### src/hdl/ita_pkg.sv
// ============================================================================
// ita_pkg
// Shared constants, types and helpers for the integer-to-ASCII formatter.
// ============================================================================
package ita_pkg;

    // Field widths of the stream payloads
    localparam int VIN_BITS   = 32;
    localparam int RADIX_BITS = 5;
    localparam int FW_BITS    = 6;
    localparam int CHAR_BITS  = 8;
    localparam int DIGIT_BITS = 4;

    // Input tdata layout, lowest bit first
    localparam int OFF_VALUE    = 0;
    localparam int OFF_RADIX    = OFF_VALUE + VIN_BITS;
    localparam int OFF_FW       = OFF_RADIX + RADIX_BITS;
    localparam int OFF_MD       = OFF_FW + FW_BITS;
    localparam int BIT_LEFT     = OFF_MD + FW_BITS;
    localparam int BIT_ZPAD     = BIT_LEFT + 1;
    localparam int BIT_SIGNED   = BIT_ZPAD + 1;
    localparam int BIT_PLUS     = BIT_SIGNED + 1;
    localparam int BIT_SPACE    = BIT_PLUS + 1;
    localparam int BIT_ALT      = BIT_SPACE + 1;
    localparam int BIT_LOWER    = BIT_ALT + 1;
    localparam int S_FIELD_BITS = BIT_LOWER + 1;
    localparam int S_TDATA_BITS = ((S_FIELD_BITS + 7) / 8) * 8;

    // Defaults for top-level parameters
    localparam int DEF_VALUE_BITS = 32;
    localparam int DEF_MAX_WIDTH  = 48;

    // Quotient bits resolved per divider cycle
    localparam int DIV_STEP = 4;

    // Radix limits and prefixed radices
    localparam logic [RADIX_BITS-1:0] RADIX_MIN = 5'd2;
    localparam logic [RADIX_BITS-1:0] RADIX_MAX = 5'd16;
    localparam logic [RADIX_BITS-1:0] RADIX_OCT = 5'd8;
    localparam logic [RADIX_BITS-1:0] RADIX_HEX = 5'd16;

    // Characters
    localparam int NUM_DIGITS = 16;
    localparam logic [NUM_DIGITS*CHAR_BITS-1:0] DIGIT_STR = "0123456789ABCDEF";
    localparam logic [CHAR_BITS-1:0] CH_NUL   = 8'h00;
    localparam logic [CHAR_BITS-1:0] CH_SPACE = 8'h20;
    localparam logic [CHAR_BITS-1:0] CH_PLUS  = 8'h2B;
    localparam logic [CHAR_BITS-1:0] CH_MINUS = 8'h2D;
    localparam logic [CHAR_BITS-1:0] CH_ZERO  = 8'h30;
    localparam logic [CHAR_BITS-1:0] CH_X     = 8'h58;
    localparam logic [CHAR_BITS-1:0] LC_MASK  = 8'h20;

    // Divider control and status
    typedef struct packed {
        logic start;   // load new dividend and divide
        logic again;   // divide the held quotient once more
    } div_ctrl_t;

    typedef struct packed {
        logic                  done;  // one-cycle pulse, remainder valid
        logic                  nz;    // quotient nonzero
        logic [DIGIT_BITS-1:0] rem;
    } div_stat_t;

    // Digit stack control
    typedef struct packed {
        logic push;
        logic pop;
    } stk_ctrl_t;

    function automatic logic [CHAR_BITS-1:0] digit_char(input logic [DIGIT_BITS-1:0] d,
                                                        input logic lc);
        logic [CHAR_BITS-1:0] ch;
        ch = DIGIT_STR[(NUM_DIGITS - 1 - int'(d)) * CHAR_BITS +: CHAR_BITS];
        return ch | (lc ? LC_MASK : CH_NUL);
    endfunction

endpackage

### src/hdl/ita_div.sv
// ============================================================================
// ita_div
// Digit-serial restoring divider by a small radix, DIV_STEP bits per cycle.
// ============================================================================
module ita_div #(
    parameter int VALUE_BITS = ita_pkg::DEF_VALUE_BITS
) (
    input  logic                             clk,
    input  logic                             rst_n,
    input  ita_pkg::div_ctrl_t               ctrl,
    input  logic [VALUE_BITS-1:0]            dividend,
    input  logic [ita_pkg::RADIX_BITS-1:0]   radix,
    output ita_pkg::div_stat_t               stat
);

    localparam int DIV_BITS   = ((VALUE_BITS + ita_pkg::DIV_STEP - 1) / ita_pkg::DIV_STEP)
                                * ita_pkg::DIV_STEP;
    localparam int DIV_CYCLES = DIV_BITS / ita_pkg::DIV_STEP;
    localparam int CNT_W      = (DIV_CYCLES > 1) ? $clog2(DIV_CYCLES) : 1;

    logic [DIV_BITS-1:0]            q_reg, q_w;
    logic [ita_pkg::DIGIT_BITS-1:0] rem_reg, rem_w;
    logic                           nz_reg, nz_w;
    logic [CNT_W-1:0]               cnt_reg;
    logic                           busy_reg;
    logic                           done_reg;

    // DIV_STEP restoring steps on the narrow remainder
    always_comb
    begin
        logic [ita_pkg::RADIX_BITS-1:0] t;
        logic                           ge;
        q_w   = q_reg;
        rem_w = rem_reg;
        nz_w  = nz_reg;
        for (int j = 0; j < ita_pkg::DIV_STEP; j++)
        begin
            t  = {rem_w, q_w[DIV_BITS-1]};
            ge = (t >= radix);
            if (ge)
            begin
                t = t - radix;
            end
            rem_w = t[ita_pkg::DIGIT_BITS-1:0];
            q_w   = {q_w[DIV_BITS-2:0], ge};
            nz_w  = nz_w | ge;
        end
    end

    always_ff @(posedge clk or negedge rst_n)
    begin
        if (!rst_n)
        begin
            busy_reg <= 1'b0;
            done_reg <= 1'b0;
            cnt_reg  <= '0;
            nz_reg   <= 1'b0;
            rem_reg  <= '0;
            q_reg    <= '0;
        end
        else
        begin
            done_reg <= 1'b0;
            if (ctrl.start || ctrl.again)
            begin
                if (ctrl.start)
                begin
                    q_reg <= DIV_BITS'(dividend);
                end
                rem_reg  <= '0;
                nz_reg   <= 1'b0;
                cnt_reg  <= '0;
                busy_reg <= 1'b1;
            end
            else if (busy_reg)
            begin
                q_reg   <= q_w;
                rem_reg <= rem_w;
                nz_reg  <= nz_w;
                cnt_reg <= cnt_reg + 1'b1;
                if (cnt_reg == CNT_W'(DIV_CYCLES - 1))
                begin
                    busy_reg <= 1'b0;
                    done_reg <= 1'b1;
                end
            end
        end
    end

    assign stat.done = done_reg;
    assign stat.nz   = nz_reg;
    assign stat.rem  = rem_reg;

endmodule

### src/hdl/ita_stack.sv
// ============================================================================
// ita_stack
// Digit stack as a shift register: digits go in low first, come out high first.
// ============================================================================
module ita_stack #(
    parameter int DEPTH = ita_pkg::DEF_VALUE_BITS
) (
    input  logic                           clk,
    input  ita_pkg::stk_ctrl_t             ctrl,
    input  logic [ita_pkg::DIGIT_BITS-1:0] din,
    output logic [ita_pkg::DIGIT_BITS-1:0] top_digit
);

    localparam int SR_BITS = DEPTH * ita_pkg::DIGIT_BITS;

    logic [SR_BITS-1:0] stk_reg;

    // push wins over pop; neither holds the contents
    always_ff @(posedge clk)
    begin
        if (ctrl.push)
        begin
            stk_reg <= {stk_reg[SR_BITS-ita_pkg::DIGIT_BITS-1:0], din};
        end
        else if (ctrl.pop)
        begin
            stk_reg <= {{ita_pkg::DIGIT_BITS{1'b0}}, stk_reg[SR_BITS-1:ita_pkg::DIGIT_BITS]};
        end
    end

    assign top_digit = stk_reg[ita_pkg::DIGIT_BITS-1:0];

endmodule

### src/hdl/integer_to_ascii_formatter.sv
// ============================================================================
// integer_to_ascii_formatter
// printf-style integer to ASCII conversion, one character per output transaction.
// ============================================================================
// Usage:
//   s_axis carries one format request per transaction: value, radix, field
//   width, minimum digits and the flag bits (layout at the port). m_axis
//   returns the formatted characters one per transaction, tlast on the final
//   one. A radix outside 2..16 yields a single transaction with tdata 0,
//   tlast 1 and tuser 1.
//   Digits come from a divider that resolves 4 quotient bits per cycle; each
//   digit is one full division of the value, or of the held quotient, by the
//   radix. The divider is the bottleneck of a request: every digit is divided
//   out before the first character is valid, then one character per cycle
//   follows while the receiver keeps taking them.
//   One request is in flight at a time; s_axis_tready rises again once the
//   final character sits in the output register, so the next request can be
//   taken while that character waits.
//   A stalled receiver freezes the character stream; the output register holds
//   its transaction until taken. Reset empties the output register and returns
//   the sequencer to idle; nothing else needs clearing.
// ============================================================================
module integer_to_ascii_formatter #(
    parameter int VALUE_BITS = ita_pkg::DEF_VALUE_BITS,
    parameter int MAX_WIDTH  = ita_pkg::DEF_MAX_WIDTH
) (
    input  logic                              clk,
    input  logic                              rst_n,
    // value[31:0], radix[36:32], min_width[42:37], min_digits[48:43],
    // left_align[49], zero_pad[50], signed_mode[51], plus_sign[52],
    // space_sign[53], alt_prefix[54], lower_case[55]
    input  logic [ita_pkg::S_TDATA_BITS-1:0]  s_axis_tdata,
    input  logic                              s_axis_tvalid,
    output logic                              s_axis_tready,
    // out_char[7:0]
    output logic [ita_pkg::CHAR_BITS-1:0]     m_axis_tdata,
    output logic                              m_axis_tlast,   // last_char
    output logic                              m_axis_tuser,   // bad_radix
    output logic                              m_axis_tvalid,
    input  logic                              m_axis_tready
);

    localparam int PREC_MAX = (VALUE_BITS > MAX_WIDTH) ? VALUE_BITS : MAX_WIDTH;
    localparam int CNT_BITS = $clog2(PREC_MAX + 4);
    localparam int ND_BITS  = $clog2(VALUE_BITS + 1);

    // Sequencer states
    localparam logic [3:0] S_IDLE  = 4'd0;
    localparam logic [3:0] S_DIV   = 4'd1;
    localparam logic [3:0] S_CALC  = 4'd2;
    localparam logic [3:0] S_START = 4'd3;
    localparam logic [3:0] S_LPAD  = 4'd4;
    localparam logic [3:0] S_SIGN  = 4'd5;
    localparam logic [3:0] S_PFX0  = 4'd6;
    localparam logic [3:0] S_PFXX  = 4'd7;
    localparam logic [3:0] S_ZPAD  = 4'd8;
    localparam logic [3:0] S_PREC  = 4'd9;
    localparam logic [3:0] S_DIG   = 4'd10;
    localparam logic [3:0] S_RPAD  = 4'd11;
    localparam logic [3:0] S_ERR   = 4'd12;

    // Prefix kinds
    localparam logic [1:0] PFX_NONE = 2'd0;
    localparam logic [1:0] PFX_OCT  = 2'd1;
    localparam logic [1:0] PFX_HEX  = 2'd2;

    // ---------------- input field decode ----------------
    logic [ita_pkg::VIN_BITS-1:0]   in_value;
    logic [ita_pkg::RADIX_BITS-1:0] in_radix;
    logic [ita_pkg::FW_BITS-1:0]    in_fw, in_md, fw_sat, md_sat;
    logic                           in_left, in_zp, in_signed, in_plus, in_space;
    logic                           in_alt, in_lower, in_accept, radix_ok;
    logic [VALUE_BITS-1:0]          mag_in, dividend;
    logic                           neg_in, has_sign_in;
    logic [ita_pkg::CHAR_BITS-1:0]  sign_ch_in;
    logic [1:0]                     pfx_in;

    assign in_value  = s_axis_tdata[ita_pkg::OFF_VALUE +: ita_pkg::VIN_BITS];
    assign in_radix  = s_axis_tdata[ita_pkg::OFF_RADIX +: ita_pkg::RADIX_BITS];
    assign in_fw     = s_axis_tdata[ita_pkg::OFF_FW +: ita_pkg::FW_BITS];
    assign in_md     = s_axis_tdata[ita_pkg::OFF_MD +: ita_pkg::FW_BITS];
    assign in_left   = s_axis_tdata[ita_pkg::BIT_LEFT];
    assign in_zp     = s_axis_tdata[ita_pkg::BIT_ZPAD];
    assign in_signed = s_axis_tdata[ita_pkg::BIT_SIGNED];
    assign in_plus   = s_axis_tdata[ita_pkg::BIT_PLUS];
    assign in_space  = s_axis_tdata[ita_pkg::BIT_SPACE];
    assign in_alt    = s_axis_tdata[ita_pkg::BIT_ALT];
    assign in_lower  = s_axis_tdata[ita_pkg::BIT_LOWER];

    assign in_accept = s_axis_tvalid && s_axis_tready;
    assign radix_ok  = (in_radix >= ita_pkg::RADIX_MIN) && (in_radix <= ita_pkg::RADIX_MAX);

    assign fw_sat = (in_fw > ita_pkg::FW_BITS'(MAX_WIDTH)) ? ita_pkg::FW_BITS'(MAX_WIDTH) : in_fw;
    assign md_sat = (in_md > ita_pkg::FW_BITS'(MAX_WIDTH)) ? ita_pkg::FW_BITS'(MAX_WIDTH) : in_md;

    // Value is cut or zero-extended to VALUE_BITS; negatives go in as magnitude
    assign mag_in   = VALUE_BITS'(in_value);
    assign neg_in   = in_signed && mag_in[VALUE_BITS-1];
    assign dividend = neg_in ? (~mag_in + VALUE_BITS'(1)) : mag_in;

    always_comb
    begin
        has_sign_in = 1'b1;
        priority if (neg_in)
        begin
            sign_ch_in = ita_pkg::CH_MINUS;
        end
        else if (in_signed && in_plus)
        begin
            sign_ch_in = ita_pkg::CH_PLUS;
        end
        else if (in_signed && in_space)
        begin
            sign_ch_in = ita_pkg::CH_SPACE;
        end
        else
        begin
            sign_ch_in  = ita_pkg::CH_NUL;
            has_sign_in = 1'b0;
        end

        priority if (in_alt && (in_radix == ita_pkg::RADIX_HEX))
        begin
            pfx_in = PFX_HEX;
        end
        else if (in_alt && (in_radix == ita_pkg::RADIX_OCT))
        begin
            pfx_in = PFX_OCT;
        end
        else
        begin
            pfx_in = PFX_NONE;
        end
    end

    // ---------------- request registers ----------------
    logic [ita_pkg::RADIX_BITS-1:0] radix_reg;
    logic [ita_pkg::FW_BITS-1:0]    fw_reg, md_reg;
    logic                           left_reg, zp_reg, lc_reg, has_sign_reg;
    logic [ita_pkg::CHAR_BITS-1:0]  sign_ch_reg;
    logic [1:0]                     pfx_reg;

    always_ff @(posedge clk)
    begin
        if (in_accept)
        begin
            radix_reg    <= in_radix;
            fw_reg       <= fw_sat;
            md_reg       <= md_sat;
            left_reg     <= in_left;
            zp_reg       <= in_zp && !in_left;   // left alignment beats zero padding
            lc_reg       <= in_lower;
            has_sign_reg <= has_sign_in;
            sign_ch_reg  <= sign_ch_in;
            pfx_reg      <= pfx_in;
        end
    end

    // ---------------- divider and digit stack ----------------
    ita_pkg::div_ctrl_t             div_ctrl;
    ita_pkg::div_stat_t             div_stat;
    ita_pkg::stk_ctrl_t             stk_ctrl;
    logic [ita_pkg::DIGIT_BITS-1:0] stk_top;

    ita_div #(
        .VALUE_BITS (VALUE_BITS)
    ) u_div (
        .clk      (clk),
        .rst_n    (rst_n),
        .ctrl     (div_ctrl),
        .dividend (dividend),
        .radix    (radix_reg),
        .stat     (div_stat)
    );

    ita_stack #(
        .DEPTH (VALUE_BITS)
    ) u_stack (
        .clk       (clk),
        .ctrl      (stk_ctrl),
        .din       (div_stat.rem),
        .top_digit (stk_top)
    );

    // ---------------- sequencer ----------------
    logic [3:0]                    state_reg, state_next;
    logic [ND_BITS-1:0]            nd_reg, nd_next;
    logic [CNT_BITS-1:0]           pad_reg, pad_next;
    logic [CNT_BITS-1:0]           zeros_reg, zeros_next;
    logic                          m_valid_reg;
    logic [ita_pkg::CHAR_BITS-1:0] m_data_reg;
    logic                          m_last_reg, m_user_reg;
    logic                          emit_ok, out_ld, ld_last, ld_user;
    logic [ita_pkg::CHAR_BITS-1:0] ld_char, lc_mask;
    logic                          pad_nz;
    logic [3:0]                    e_prec, e_zpad, e_pfx0, e_sign, e_lpad;
    logic [CNT_BITS-1:0]           nd_ext, md_ext, fw_ext, prec, total;

    assign emit_ok = !m_valid_reg || m_axis_tready;
    assign pad_nz  = (pad_reg != '0);
    assign lc_mask = lc_reg ? ita_pkg::LC_MASK : ita_pkg::CH_NUL;

    // First non-empty section from each point of the field layout
    assign e_prec = (zeros_reg != '0) ? S_PREC : S_DIG;
    assign e_zpad = (zp_reg && pad_nz) ? S_ZPAD : e_prec;
    assign e_pfx0 = (pfx_reg != PFX_NONE) ? S_PFX0 : e_zpad;
    assign e_sign = has_sign_reg ? S_SIGN : e_pfx0;
    assign e_lpad = (!left_reg && !zp_reg && pad_nz) ? S_LPAD : e_sign;

    assign nd_ext = CNT_BITS'(nd_reg);
    assign md_ext = CNT_BITS'(md_reg);
    assign fw_ext = CNT_BITS'(fw_reg);
    assign prec   = (nd_ext > md_ext) ? nd_ext : md_ext;
    assign total  = CNT_BITS'(has_sign_reg) + CNT_BITS'(pfx_reg) + prec;

    always_comb
    begin
        state_next = state_reg;
        nd_next    = nd_reg;
        pad_next   = pad_reg;
        zeros_next = zeros_reg;
        div_ctrl   = '0;
        stk_ctrl   = '0;
        out_ld     = 1'b0;
        ld_char    = ita_pkg::CH_NUL;
        ld_last    = 1'b0;
        ld_user    = 1'b0;

        unique case (state_reg)
            S_IDLE:
            begin
                if (s_axis_tvalid)
                begin
                    if (radix_ok)
                    begin
                        div_ctrl.start = 1'b1;
                        nd_next        = '0;
                        state_next     = S_DIV;
                    end
                    else
                    begin
                        state_next = S_ERR;
                    end
                end
            end
            S_DIV:
            begin
                if (div_stat.done)
                begin
                    stk_ctrl.push = 1'b1;
                    nd_next       = nd_reg + 1'b1;
                    if (div_stat.nz)
                    begin
                        div_ctrl.again = 1'b1;
                    end
                    else
                    begin
                        state_next = S_CALC;
                    end
                end
            end
            S_CALC:
            begin
                pad_next   = (fw_ext > total) ? (fw_ext - total) : '0;
                zeros_next = (md_ext > nd_ext) ? (md_ext - nd_ext) : '0;
                state_next = S_START;
            end
            S_START:
            begin
                state_next = e_lpad;
            end
            S_LPAD:
            begin
                if (emit_ok)
                begin
                    out_ld   = 1'b1;
                    ld_char  = ita_pkg::CH_SPACE;
                    pad_next = pad_reg - 1'b1;
                    if (pad_reg == CNT_BITS'(1))
                    begin
                        state_next = e_sign;
                    end
                end
            end
            S_SIGN:
            begin
                if (emit_ok)
                begin
                    out_ld     = 1'b1;
                    ld_char    = sign_ch_reg;
                    state_next = e_pfx0;
                end
            end
            S_PFX0:
            begin
                if (emit_ok)
                begin
                    out_ld     = 1'b1;
                    ld_char    = ita_pkg::CH_ZERO;
                    state_next = (pfx_reg == PFX_HEX) ? S_PFXX : e_zpad;
                end
            end
            S_PFXX:
            begin
                if (emit_ok)
                begin
                    out_ld     = 1'b1;
                    ld_char    = ita_pkg::CH_X | lc_mask;
                    state_next = e_zpad;
                end
            end
            S_ZPAD:
            begin
                if (emit_ok)
                begin
                    out_ld   = 1'b1;
                    ld_char  = ita_pkg::CH_ZERO;
                    pad_next = pad_reg - 1'b1;
                    if (pad_reg == CNT_BITS'(1))
                    begin
                        state_next = e_prec;
                    end
                end
            end
            S_PREC:
            begin
                if (emit_ok)
                begin
                    out_ld     = 1'b1;
                    ld_char    = ita_pkg::CH_ZERO;
                    zeros_next = zeros_reg - 1'b1;
                    if (zeros_reg == CNT_BITS'(1))
                    begin
                        state_next = S_DIG;
                    end
                end
            end
            S_DIG:
            begin
                if (emit_ok)
                begin
                    out_ld       = 1'b1;
                    ld_char      = ita_pkg::digit_char(stk_top, lc_reg);
                    stk_ctrl.pop = 1'b1;
                    nd_next      = nd_reg - 1'b1;
                    if (nd_reg == ND_BITS'(1))
                    begin
                        if (left_reg && pad_nz)
                        begin
                            state_next = S_RPAD;
                        end
                        else
                        begin
                            ld_last    = 1'b1;
                            state_next = S_IDLE;
                        end
                    end
                end
            end
            S_RPAD:
            begin
                if (emit_ok)
                begin
                    out_ld   = 1'b1;
                    ld_char  = ita_pkg::CH_SPACE;
                    pad_next = pad_reg - 1'b1;
                    if (pad_reg == CNT_BITS'(1))
                    begin
                        ld_last    = 1'b1;
                        state_next = S_IDLE;
                    end
                end
            end
            S_ERR:
            begin
                if (emit_ok)
                begin
                    out_ld     = 1'b1;
                    ld_char    = ita_pkg::CH_NUL;
                    ld_last    = 1'b1;
                    ld_user    = 1'b1;
                    state_next = S_IDLE;
                end
            end
            default:
            begin
                state_next = S_IDLE;
            end
        endcase
    end

    always_ff @(posedge clk or negedge rst_n)
    begin
        if (!rst_n)
        begin
            state_reg   <= S_IDLE;
            nd_reg      <= '0;
            pad_reg     <= '0;
            zeros_reg   <= '0;
            m_valid_reg <= 1'b0;
        end
        else
        begin
            state_reg <= state_next;
            nd_reg    <= nd_next;
            pad_reg   <= pad_next;
            zeros_reg <= zeros_next;
            if (out_ld)
            begin
                m_valid_reg <= 1'b1;
            end
            else if (m_axis_tready)
            begin
                m_valid_reg <= 1'b0;
            end
        end
    end

    // Output payload register
    always_ff @(posedge clk)
    begin
        if (out_ld)
        begin
            m_data_reg <= ld_char;
            m_last_reg <= ld_last;
            m_user_reg <= ld_user;
        end
    end

    assign s_axis_tready = (state_reg == S_IDLE);
    assign m_axis_tvalid = m_valid_reg;
    assign m_axis_tdata  = m_data_reg;
    assign m_axis_tlast  = m_last_reg;
    assign m_axis_tuser  = m_user_reg;

endmodule

### config.mk
export PLATFORM = sky130hd
export DESIGN_NAME = integer_to_ascii_formatter
export DESIGN_NICKNAME = d
export VERILOG_FILES = /design/src/hdl/ita_pkg.sv /design/src/hdl/ita_div.sv /design/src/hdl/ita_stack.sv /design/src/hdl/integer_to_ascii_formatter.sv
export SDC_FILE = /design/constraint.sdc
export NUM_CORES = 1
export LEC_CHECK = 0
export BUFFER_PORTS_ARGS = -buffer_cell sky130_fd_sc_hd__buf_2
export CAP_MARGIN = 10
export CORE_MARGIN = 4
export CORE_UTILIZATION = 35
export DETAILED_ROUTE_END_ITERATION = 12
export PLACE_DENSITY = 0.53
export SLEW_MARGIN = 10
export SYNTH_ARGS = -nofsm -noshare
export SYNTH_HDL_FRONTEND = slang
export SYNTH_HIERARCHICAL = 1
export SYNTH_SLANG_ARGS = --single-unit
### constraint.sdc
create_clock -name clk -period 6.1 [get_ports clk]
set_input_delay 0.915 -clock clk [delete_from_list [all_inputs] [get_ports clk]]
set_output_delay 0.915 -clock clk [all_outputs]
set_load 0.1 [all_outputs]
==> metrics.md <==
| Metric | Value |
|---|---|
| # H-tree levels | `1` |
| Sequential fraction of design power | `approximately 30%` |
| Core Box Area | `36900 um^2` |
| R2r startpoint | `radix_reg[2]$_DFFE_PP_` |
| Vias per cell | `between 5 and 6` |
| Most frequent cells in the layout | `edfxtp_1, mux2_2, nand2_1` |
| CTS tree | `built` |
| Layout Skew | `around 20 ps` |
| Post-DP HPWL | `19.8 mm` |
| Fin. Hold Viols | `0` |
| Total Wirelength | `around 29 mm` |
| Avg Synthesized Cell Area | `11.1 um^2` |
| Worst Path Max Fanout | `9` |
| # nets final | `approximately 1300` |
| Met3 Wirelength | `between 1 and 1.5 mm` |
| DIE WIDTH | `around 200 um` |
| Main flop type after synthesis | `edfxtp_1` |
| # port buffers | `70` |
| # DRC | `0` |
| Ys Warns | `6` |
| Effective utilization at floorplan | `a little over a third` |
| Final Setup Violations | `0` |
| Mapped Area | `13200 um^2` |
| Synthesized Nets | `between 1000 and 1500` |
| Max_cap viols | `0` |
| Final Critical Period | `~5700 ps` |
| Post-synth ARST share | `between 20 and 30%` |
| Ports | `72` |
| Tcrit/Tclk final | `around 90%` |
| Worst hold path type | `register to register` |
| ANT nets after route | `0` |
| Worst-Margin Slew | `990 ps` |
| First-pass GRT wire length | `~47 mm` |
| Max Used Layer | `met4` |
| CTS Sinks | `about 230` |
| Hold Startpoint | `nd_ext[5]$_DFFE_PN0P_` |
| Initial DRC Count | `approximately 610` |
| Comb pwr share | `between 50% and 60%` |
| Leak Pwr | `~5.5 nW` |
| Worst-path clk slew | `roughly 60 ps` |
| Register-to-register setup slack | `approximately 450 ps` |
| Synth Instances | `around 1200` |
| Layout fillers | `3600` |
| Slew headroom | `around 34%` |
| Synth Register Bits | `roughly 230` |
| Status | `complete, no violations` |
| Die Height | `a little over 200 um` |
| Critical path origin | `radix_reg[2]$_DFFE_PP_` |
| Arr. time, crit path | `~6100 ps` |
| Synth unique cells | `between 70 and 80` |
| Crit end category | `register` |
| Setup TNS Final | `0 ps` |
| Antenna violations before repair | `2` |
| Gp weighted congestion | `roughly 0.9` |
| Met1 WL | `around 14 mm` |
| Critical path class | `register to register` |
| Layout Cells excl Fill | `between 1500 and 2000` |
| Die ar. | `between 40000 and 50000 um^2` |
| Critical Path Source Type | `register` |
| Final hold slack | `approximately 500 ps` |
| Gr usage total | `a little over an eighth` |
| Sw Ratio | `41.3%` |
| Via count | `between 9000 and 10000` |
| Number of global-route vias before repair | `between 9000 and 10000` |
| Clock buffers created by TritonCTS | `27` |
| Largest area contributor in the netlist | `edfxtp_1` |
| Peak supply drop | `~360 uV` |
| Clk_lat worst skew | `approximately 550 ps` |
| P&R area growth vs syn | `11.8%` |
| Postcts setup bufs | `0` |
| Avg WL per Cell | `about 16 um` |
| Slew Limit Fails | `0` |
| Top cell type's share of synthesized area | `37.1%` |
| RSZ-0062 raised after global routing | `no` |
| ANT cells | `0` |
| CTS max path bufs | `3` |
| Rows | `70` |
| CP max stage cell | `edfxtp_1` |
| Largest net degree at the start of global routing | `71` |
| Max reg flops | `around 130` |
| Seq/Total Area, Yosys | `~50%` |
| Largest cells by area after synthesis | `edfxtp_1, dfrtp_1, mux2_2` |
| Power Density | `between 500 and 600 nW/um^2` |
| Sw power | `approximately 3.2 mW` |
| Max incr delay on CP | `roughly 380 ps` |
| FMAX | `177 MHz` |
| DP Cell Count | `between 1500 and 2000` |
| Commonest non-fill, non-tap cell in the layout | `edfxtp_1` |
| Layout cells sized above 1 | `between 20% and 30%` |
| Grt total ovfl | `0` |
| Clk pwr share | `around 20%` |
| Int Pwr | `4.57 mW` |
| EDFF count, synth | `163` |
| Root Driver | `clkbuf_16` |
| CP Data Required Time | `roughly 6600 ps` |
| Initial DRT Pass Iterations | `5` |
| WL met2 | `~12 mm` |
-- layout make-up --
| class | instances | area [um^2] | share of cell area, % |
|---|---|---|---|
| multi-input combinational | 836 | 6080 | 41.3 |
| inverter | 55 | 206 | 1.40 |
| tap | 504 | 631 | 4.28 |
| clock buffer | 38 | 757 | 5.14 |
| clock inverter | 11 | 98.8 | 0.671 |
| sequential | 228 | 6520 | 44.3 |
| timing repair buffer | 80 | 438 | 2.97 |
-- layer usage --
metal	vias up	GRT usage, %
li1	4427	-
met2	194	21.0
met5	-	0
met3	42	1.81
met4	0	3.44
met1	4379	20.3
-- power groups by stage --
stage               registers [mW]  clock network (mW)  logic, mW
floorplan                     2.46                   0       2.87
global placement              2.37                   0       3.81
detailed placement            2.38                   0       3.85
CTS                           2.35                1.61       3.87
global route                  2.39                1.66       4.36
finish                        2.34                1.54       3.89
-- kinds of logic after synthesis --
| kind of cell | count (synthesis) | share of synthesized area (%) |
|---|---|---|
| xor+xnor | 45 | 2.99 |
| compound gates | 251 | 12.3 |
| buf+inv | 119 | 4.44 |
| fa+ha+maj | 58 | 5.96 |
| flops | 228 | 49.5 |
| simple gates | 335 | 12.4 |
| mux | 146 | 12.4 |
| other cells | 1 | 0.0285 |
-- Yosys cell counts (all sizes together) (11+ instances only) --
| master | count |
|---|---|
| nor2 | 87 |
| a21o | 13 |
| a21oi | 52 |
| ha | 50 |
| dfrtp | 65 |
| inv | 55 |
| nand2 | 109 |
| and2 | 16 |
| clkbuf | 32 |
| nor2b | 13 |
| mux2 | 130 |
| xor2 | 21 |
| xnor2 | 24 |
| a31oi | 49 |
| o31ai | 11 |
| nand3 | 18 |
| edfxtp | 163 |
| o21ai | 55 |
| o21a | 12 |
| nand2b | 14 |
| a211oi | 11 |
| buf | 32 |
| nor3 | 22 |
| mux2i | 16 |
-- stage by stage --
stage / area [um^2] / utilization (%) / setup slack [ps] / power (mW)
global route: 14700 / 40.0 / 13.5 / 8.41
floorplan: 13200 / - / 711 / 5.33
finish: 14700 / 40.0 / 448 / 7.78
CTS: 14700 / 40.0 / 267 / 7.83
global placement: 13900 / 37.6 / 469 / 6.18
detailed placement: 13900 / 37.6 / 316 / 6.23
-- critical path, delay by kind of cell, from the launching register on --
family                   cells  cell delay (ps)
AO/OA/AOI/OAI               14             2730
buffers and inverters        2              370
adder cells (fa/ha/maj)      4             1230
multiplexers                 3              740
flip-flops                   1              380
AND/OR/NAND/NOR              2              130
-- worst paths after layout --
kind | to | depth (start not counted)
min reg2reg | nd_ext[5]$_DFFE_PN0P_ | 1
max reg2reg | u_div/rem_reg[0]$_DFFE_PN0P_ | 25
min | nd_ext[5]$_DFFE_PN0P_ | 1
max in group asynchronous | pad_reg[2]$_DFFE_PN0P_ | 2
min in group asynchronous | u_div/q_reg[13]$_DFFE_PN0P_ | 2
max | u_div/rem_reg[0]$_DFFE_PN0P_ | 25
-- repair_timing --
action / CTS / global route
resized for setup: 0 / 2
endpoints found under the setup margin: 0 / 6
hold buffers: 0 / 0
No activity file was read; power rests on OpenSTA's default activity.
